[src/design/dth_pkg.sv]
package dth_pkg;

  localparam int unsigned DeadlineW = 64;
  localparam int unsigned TimeoutW  = 48;
  localparam int unsigned IdW       = 5;
  localparam int unsigned MaxNotices = 32;

  typedef enum logic [1:0] {
    OP_ADD    = 2'd0,
    OP_CANCEL = 2'd1,
    OP_TICK   = 2'd2,
    OP_RSVD   = 2'd3
  } op_e;

  typedef struct packed {
    logic [1:0]           operation;
    logic [DeadlineW-1:0] now_ns;
    logic [TimeoutW-1:0]  timeout_ns;
    logic                 repeat_req;
    logic [IdW-1:0]       timer_id;
  } cmd_t;

  typedef struct packed {
    logic                 kind;
    logic [IdW-1:0]       fired_id;
    logic                 status;
    logic                 armed;
    logic [DeadlineW-1:0] next_delay_ns;
    logic                 last;
  } res_t;

  typedef enum logic [3:0] {
    ST_IDLE,
    ST_UP_RD,
    ST_UP_CMP,
    ST_SW_RD,
    ST_SW_CHK,
    ST_POP_RD,
    ST_POP_WAIT,
    ST_DN_RD,
    ST_DN_WAIT,
    ST_DN_CMP,
    ST_FIN
  } state_e;

  function automatic logic [DeadlineW-1:0] add_sat(input logic [DeadlineW-1:0] a,
                                                   input logic [TimeoutW-1:0] b);
    logic [DeadlineW:0] s;
    s = {1'b0, a} + {{(DeadlineW-TimeoutW+1){1'b0}}, b};
    return s[DeadlineW] ? {DeadlineW{1'b1}} : s[DeadlineW-1:0];
  endfunction

endpackage

[src/design/dth_front.sv]
module dth_front (
  input  logic          clk_i,
  input  logic          rst_ni,
  input  logic          start,
  output logic          busy,
  input  dth_pkg::cmd_t cmd_i,
  output logic          q_valid_o,
  output dth_pkg::cmd_t q_cmd_o,
  input  logic          q_pop_i
);
  import dth_pkg::*;

  logic [1:0] cnt_q, cnt_d;
  cmd_t       slot_q [2];
  logic       rd_q, rd_d, wr_q, wr_d;
  logic       push;

  assign busy      = (cnt_q == 2'd2);
  assign push      = start && !busy;
  assign q_valid_o = (cnt_q != 2'd0);
  assign q_cmd_o   = slot_q[rd_q];

  always_comb begin
    cnt_d = cnt_q;
    rd_d  = rd_q;
    wr_d  = wr_q;
    if (push) begin
      wr_d = !wr_q;
    end
    if (q_pop_i) begin
      rd_d = !rd_q;
    end
    case ({push, q_pop_i})
      2'b10:   cnt_d = cnt_q + 2'd1;
      2'b01:   cnt_d = cnt_q - 2'd1;
      default: cnt_d = cnt_q;
    endcase
  end

  always_ff @(posedge clk_i or negedge rst_ni) begin
    if (!rst_ni) begin
      cnt_q <= '0;
      rd_q  <= 1'b0;
      wr_q  <= 1'b0;
    end else begin
      cnt_q <= cnt_d;
      rd_q  <= rd_d;
      wr_q  <= wr_d;
    end
  end

  always_ff @(posedge clk_i) begin
    if (push) begin
      slot_q[wr_q] <= cmd_i;
    end
  end

  assert property (@(posedge clk_i) disable iff (!rst_ni) q_pop_i |-> q_valid_o)
    else $error("pop from empty queue");
  assert property (@(posedge clk_i) disable iff (!rst_ni) cnt_q <= 2'd2)
    else $error("queue count overflow");
  assert property (@(posedge clk_i) disable iff (!rst_ni)
    (push && !q_pop_i) |=> cnt_q == $past(cnt_q) + 2'd1)
    else $error("queue count not advanced");

endmodule

[config.mk]
export PLATFORM = sky130hd
export DESIGN_NAME = dth_front
export DESIGN_NICKNAME = d
export VERILOG_FILES = /design/src/design/dth_pkg.sv /design/src/design/dth_front.sv
export SDC_FILE = /design/constraint.sdc
export NUM_CORES = 1
export LEC_CHECK = 0
export ABC_AREA = 1
export BUFFER_PORTS_ARGS = -buffer_cell sky130_fd_sc_hd__buf_2
export CORE_MARGIN = 4
export CORE_UTILIZATION = 26
export DETAILED_ROUTE_END_ITERATION = 12
export PLACE_DENSITY = 0.52
export SKIP_LAST_GASP = 1
export SYNTH_ARGS = -nofsm -noshare
export SYNTH_HDL_FRONTEND = slang
export SYNTH_SLANG_ARGS = --single-unit
[constraint.sdc]
create_clock -name clk_i -period 5.7 [get_ports clk_i]
set_input_delay 0.57 -clock clk_i [delete_from_list [all_inputs] [get_ports clk_i]]
set_output_delay 0.57 -clock clk_i [all_outputs]
set_load 0.01 [all_outputs]
==> results.sh, run 1 <==
export IMPL_run_status="finished, final reports clean"
export IMPL_clock_sinks=244
export IMPL_startpoint_type="flop"
export IMPL_clock_tree_buffer_depth=3
export IMPL_timing_final_hold_violations=0
export IMPL_crit_type="reg -> out"
export IMPL_post_cts_setup_buffer_count=0
export IMPL_maxSlewHeadroom_pct=48.0
export IMPL_antenna_violations_before_repair=7
export IMPL_layout_nets=1031
export IMPL_cts_max_level=1
export IMPL_routabilityCongestion=0.729
export IMPL_floorplan_die_width_um=199
export IMPL_grt_max_degree=125
export IMPL_crit_required_ps=5130
export IMPL_layout_cells_most_common="sky130_fd_sc_hd__buf_2"
export IMPL_tightest_slew_ps=781
export IMPL_yosysTopAreaCell="sky130_fd_sc_hd__edfxtp_1"
export IMPL_clk_insertion_delay_late_ps=530
export IMPL_cts_root_buffer="sky130_fd_sc_hd__clkbuf_16"
export IMPL_setup_violations_final=0
export IMPL_synth_distinct_cells=18
export IMPL_detailedRoute_firstPassIterationCount=4
export IMPL_drc=0
export IMPL_ys_top_cells_by_area="sky130_fd_sc_hd__edfxtp_1 (76%), sky130_fd_sc_hd__o21ai_2 (6.5%), sky130_fd_sc_hd__inv_1 (5.0%)"
export IMPL_synthesized_netlist_net_count=779
export IMPL_floorplan_die_area_mm2=0.0395
export IMPL_postSynthAreaPerCell_um2=14.5
export IMPL_crit_path_end_kind="output port"
export IMPL_power_per_cell_area_mw_per_mm2=508
export IMPL_fin_setup_tns_ps=0
export IMPL_clock_tree_from_tritoncts="built"
export IMPL_mostFrequentLayoutCells="sky130_fd_sc_hd__buf_2 (245), sky130_fd_sc_hd__edfxtp_1 (240), sky130_fd_sc_hd__nand2_1 (127), sky130_fd_sc_hd__inv_1 (126), sky130_fd_sc_hd__o21ai_2 (70)"
export IMPL_cts_clk_slew_worst_paths_ps=60
export IMPL_grt_pass1_wl_um=29500
export IMPL_worst_hold_path_type="in -> reg"
export IMPL_finalMaxSlewViolations=0
export IMPL_row_count=69
export IMPL_cellLeakagePower_uw=0.00492
export IMPL_critical_path_peak_fanout=63
export IMPL_avgRoutedWirePerCell_um=14.0
export IMPL_clock_fmax_mhz=323
export IMPL_top_level_ports=246
export IMPL_period_share_pct=54.2
export IMPL_cp_data_arrival_time_ps=2520
export IMPL_fin_skew_ps=18.1
export IMPL_synth_sequential_area_ratio_pct=77.3
export IMPL_yosys_area_top_type_share_pct=76.2
export IMPL_chipHeight_um=199
export IMPL_period_needed_ps=3090
export IMPL_flip_flop_and_latch_count_after_synthesis=244
export IMPL_worst_setup_slack_after_placement_ps=3060
export IMPL_synth_area_mm2=0.00945
export IMPL_yosysWarningCount=0
export IMPL_placement_io_buffers=245
export IMPL_via_count_of_the_first_global_routing_pass=5428
export IMPL_tritoncts_num_buffers=27
export IMPL_grt_setup_unrepaired="false"
export IMPL_via_count_normalized_by_instance_count=3.95
export IMPL_syn2layout_area_growth_pct=25.5
export IMPL_max_cap_violations=0
export IMPL_routed_via_count=5489
export IMPL_drive_above_1_share_pct=38.5
export IMPL_final_util_pct=33.2
export IMPL_worst_ir_drop_vdd_v=0.000822
export IMPL_final_wirelength_um=19500
export IMPL_grt_overflow_total=0
export IMPL_antenna_left=0
export IMPL_syn_instance_count=654
export IMPL_detailed_place_hpwl_um=12500
export IMPL_core_area_mm2=0.0357
export IMPL_starting_density_pct=26.5
export IMPL_setup_slack_ps=2610
export IMPL_drt_first_iter_violations=185
export IMPL_total_power_uw=6020
export IMPL_global_route_usage_sum_pct=9.50
critical path, stage by stage, from the launching register on:
cell and delay (ps):
sky130_fd_sc_hd__dfrtp_4 900, sky130_fd_sc_hd__buf_4 620, sky130_fd_sc_hd__o21ai_0 230, sky130_fd_sc_hd__buf_2 180
registers in the layout (all words and copies together), names as in the netlist:
signal and count:
slot_q 240, cnt_q 2, rd_q 1, wr_q 1
per-stage QoR:
| step | area (µm²) | hold WS (ps) | instances |
|---|---|---|---|
| 2_1_floorplan | 9460 | 274 | 654 |
| 3_3_place_gp | 11100 | 385 | 1337 |
| 3_5_place_dp | 11100 | 381 | 1337 |
| 4_1_cts | 11900 | 180 | 1386 |
| 5_1_grt | 11900 | 187 | 1388 |
| 6_report | 11900 | 225 | 1388 |
final timing paths:
check                                startpoint                 endpoint  slack, ps  depth (start not counted)
max                            rd_q$_DFFE_PN0P_             q_cmd_o[113]       2610                          3
min                                   cmd_i[15]  slot_q[0][15]$_DFFE_PP_        230                          1
max reg2reg                cnt_q[1]$_DFFE_PN0P_  slot_q[0][32]$_DFFE_PP_       3170                          6
min reg2reg                cnt_q[1]$_DFFE_PN0P_     cnt_q[1]$_DFFE_PN0P_        480                          2
max in group asynchronous                rst_ni         rd_q$_DFFE_PN0P_       5190                          2
min in group asynchronous                rst_ni     cnt_q[0]$_DFFE_PN0P_        380                          2
Yosys cell counts:
cell,instances
sky130_fd_sc_hd__edfxtp_1,240
sky130_fd_sc_hd__inv_1,127
sky130_fd_sc_hd__nand2_1,127
sky130_fd_sc_hd__o21ai_2,70
sky130_fd_sc_hd__o21ai_0,42
sky130_fd_sc_hd__buf_6,10
sky130_fd_sc_hd__o21ai_1,9
sky130_fd_sc_hd__buf_4,6
sky130_fd_sc_hd__buf_8,5
sky130_fd_sc_hd__clkbuf_1,5
sky130_fd_sc_hd__dfrtp_1,4
sky130_fd_sc_hd__nand3_1,2
sky130_fd_sc_hd__nor2_1,2
sky130_fd_sc_hd__buf_12,1
sky130_fd_sc_hd__ha_1,1
sky130_fd_sc_hd__nand4_1,1
sky130_fd_sc_hd__xnor2_1,1
sky130_fd_sc_hd__xor2_1,1
layer usage:
layer	track usage, %	wire length, µm	vias to the layer above
met5	0	67	-
met4	3.01	433	10
met3	4.29	2100	38
met2	14.3	8310	186
met1	12.3	8540	2517
li1	-	-	2738
where the power goes:
group	total, µW	switching [µW]	internal (µW)	leakage, µW
clock	1560	654	910	0.000385
sequential	2600	154	2450	0.00228
combinational	1860	1220	631	0.00226
logic make-up (layout without fill, tap and decap cells):
kind of cell               after synthesis  after routing  synth area share [%]
AOI/OAI and AO/OA                      121            121                  9.18
xor gates and xnor gates                 2              2                 0.185
adders and majority gates                1              1                 0.132
buffers and inverters                  154            425                  7.91
DFF                                    244            244                  77.3
other                                    0              2                     0
and+or+nand+nor                        132            132                  5.29
layout make-up:
class	count	area [µm²]
fillers	3602	23900
flip-flops and latches	244	7310
multi-input cells	256	1410
repair buffers	250	1290
clock buffers	35	706
well taps	461	577
inverters	127	482
clock inverters	13	85.1
diodes	2	5.00
what timing repair did:
| action | 4_1_cts | 5_1_grt |
|---|---|---|
| hold buffers | 1 | 0 |
| hold endpoints to repair | 4 | 0 |
| gates resized for setup | 0 | 0 |
(Power assumes the default switching activity.)
==> run 2, diff against run 1 <==
Clock period 5.7 ns to 2.8 ns, I/O delays scaled along.
==> results.sh, run 2 (same netlist as run 1, synthesis figures left out) <==
export IMPL_fin_skew_ps=10.1
export IMPL_detailedRoute_firstPassIterationCount=4
export IMPL_largest_reg_flops=240
export IMPL_regMostFlops="slot_q"
export IMPL_layout_top_registers="slot_q x240, cnt_q x2"
export IMPL_drt_first_iter_violations=245
export IMPL_crit_required_ps=2520
export IMPL_placement_io_buffers=245
export IMPL_stdcell_count=1514
export IMPL_timing_final_hold_violations=0
export IMPL_crit_type="reg -> out"
export IMPL_post_cts_setup_buffer_count=0
export IMPL_tritoncts_num_buffers=27
export IMPL_run_status="finished, final reports clean"
export IMPL_critical_path_peak_fanout=44
export IMPL_cts_max_level=1
export IMPL_tightest_slew_ps=647
export IMPL_period_share_pct=83.5
export IMPL_top_level_ports=246
export IMPL_maxSlewHeadroom_pct=56.9
export IMPL_power_per_cell_area_mw_per_mm2=950
export IMPL_chipHeight_um=199
export IMPL_cts_clk_slew_worst_paths_ps=60
export IMPL_startpoint_type="flop"
export IMPL_syn2layout_area_growth_pct=39.8
export IMPL_layout_cells_most_common="sky130_fd_sc_hd__buf_2"
export IMPL_fin_setup_tns_ps=0
export IMPL_mostFrequentLayoutCells="sky130_fd_sc_hd__buf_2 (245), sky130_fd_sc_hd__edfxtp_1 (240), sky130_fd_sc_hd__nand2_1 (127), sky130_fd_sc_hd__inv_1 (126), sky130_fd_sc_hd__dlygate4sd3_1 (122)"
export IMPL_critical_path_startpoint="rd_q$_DFFE_PN0P_"
export IMPL_clock_fmax_mhz=428
export IMPL_antenna_left=0
export IMPL_setup_violations_final=0
export IMPL_drive_above_1_share_pct=35.2
export IMPL_grt_pass1_wl_um=32600
export IMPL_via_count_of_the_first_global_routing_pass=6114
export IMPL_routabilityCongestion=0.711
export IMPL_clock_tree_from_tritoncts="built"
export IMPL_grt_max_degree=64
export IMPL_placed_area_mm2=0.0112
export IMPL_clk_insertion_delay_late_ps=520
export IMPL_finalMaxSlewViolations=0
export IMPL_clock_tree_buffer_depth=3
export IMPL_core_area_mm2=0.0357
export IMPL_worst_r2r_setup_slack_ps=950
export IMPL_worst_hold_path_type="in -> reg"
export IMPL_final_wirelength_um=20900
export IMPL_detailed_place_hpwl_um=13700
export IMPL_antenna_violations_before_repair=1
export IMPL_cts_resized_gates=0
export IMPL_crit_path_end_kind="output port"
export IMPL_floorplan_die_area_mm2=0.0395
export IMPL_layout_nets=1162
export IMPL_worst_ir_drop_vdd_v=0.000501
export IMPL_fin_worst_hold_slack_ps=54.8
export IMPL_via_count_normalized_by_instance_count=3.98
export IMPL_global_route_usage_sum_pct=10.3
export IMPL_max_cap_violations=0
export IMPL_min_from="start"
export IMPL_grt_overflow_total=0
export IMPL_routed_via_count=6031
export IMPL_avgRoutedWirePerCell_um=13.8
export IMPL_dp_cells=1347
export IMPL_starting_density_pct=26.5
export IMPL_clock_sinks=244
export IMPL_floorplan_die_width_um=199
export IMPL_row_count=69
export IMPL_final_cell_area_mm2=0.0132
export IMPL_cellLeakagePower_uw=0.00550
export IMPL_grt_setup_unrepaired="false"
export IMPL_drc=0
export IMPL_period_needed_ps=2340
export IMPL_cts_root_buffer="sky130_fd_sc_hd__clkbuf_16"
export IMPL_r2r_start="cnt_q[1]$_DFFE_PN0P_"
export IMPL_cp_data_arrival_time_ps=2060
-- run 2: area by class of cell --
| cell class | count | area [µm²] |
|---|---|---|
| Clock buffer | 28 | 679 |
| Tap cell | 461 | 577 |
| Clock inverter | 16 | 73.8 |
| Sequential cell | 244 | 7310 |
| Inverter | 127 | 480 |
| Multi-Input combinational cell | 256 | 1410 |
| Antenna cell | 1 | 2.50 |
| Fill cell | 3493 | 22500 |
| Timing Repair Buffer | 381 | 2680 |
-- run 2: path summary, 6_finish.rpt --
kind	to	depth (start not counted)
hold reg to reg	wr_q$_DFFE_PN0P_	2
setup / recovery	q_cmd_o[7]	4
max in group asynchronous	rd_q$_DFFE_PN0P_	2
min in group asynchronous	cnt_q[0]$_DFFE_PN0P_	2
hold / removal	wr_q$_DFFE_PN0P_	3
setup reg to reg	slot_q[0][111]$_DFFE_PP_	6
-- run 2: where the power goes --
| group | internal, µW | total [µW] | switching, µW |
|---|---|---|---|
| Sequential | 4980 | 5280 | 306 |
| Clock | 1730 | 3050 | 1320 |
| Combinational | 1610 | 4220 | 2610 |
-- run 2: worst max-delay path: stages (launching register included) --
cell and delay [ps]:
sky130_fd_sc_hd__dfrtp_4 830, sky130_fd_sc_hd__buf_12 260, sky130_fd_sc_hd__nand2_1 60, sky130_fd_sc_hd__o21ai_0 120, sky130_fd_sc_hd__buf_2 190
-- run 2: through the flow --
| step | util (%) | setup slack [ps] | power, µW |
|---|---|---|---|
| after detailed placement | 31.4 | 889 | 9580 |
| after global routing | 37.0 | 286 | 13400 |
| after floorplan | - | -68.7 | 7970 |
| after CTS | 37.0 | 356 | 12900 |
| final | 37.0 | 463 | 12600 |
| after global placement | 31.4 | 906 | 9550 |
-- run 2: repair_timing --
action / in CTS / in global routing
hold endpoints to repair: 245 / 0
setup endpoints to repair: 0 / 0
hold buffers: 122 / 0
-- run 2: routing by layer --
layer  share of wire [%]  routed length, µm  vias up  global-route usage (%)
met5                   0                  0        -                       0
met1                  42               8870     2817                    13.2
met2                  47               9880      192                    17.2
met4                 1.9                393        0                    2.18
li1                    -                  -     2989                       -
met3                 8.4               1750       33                    3.52
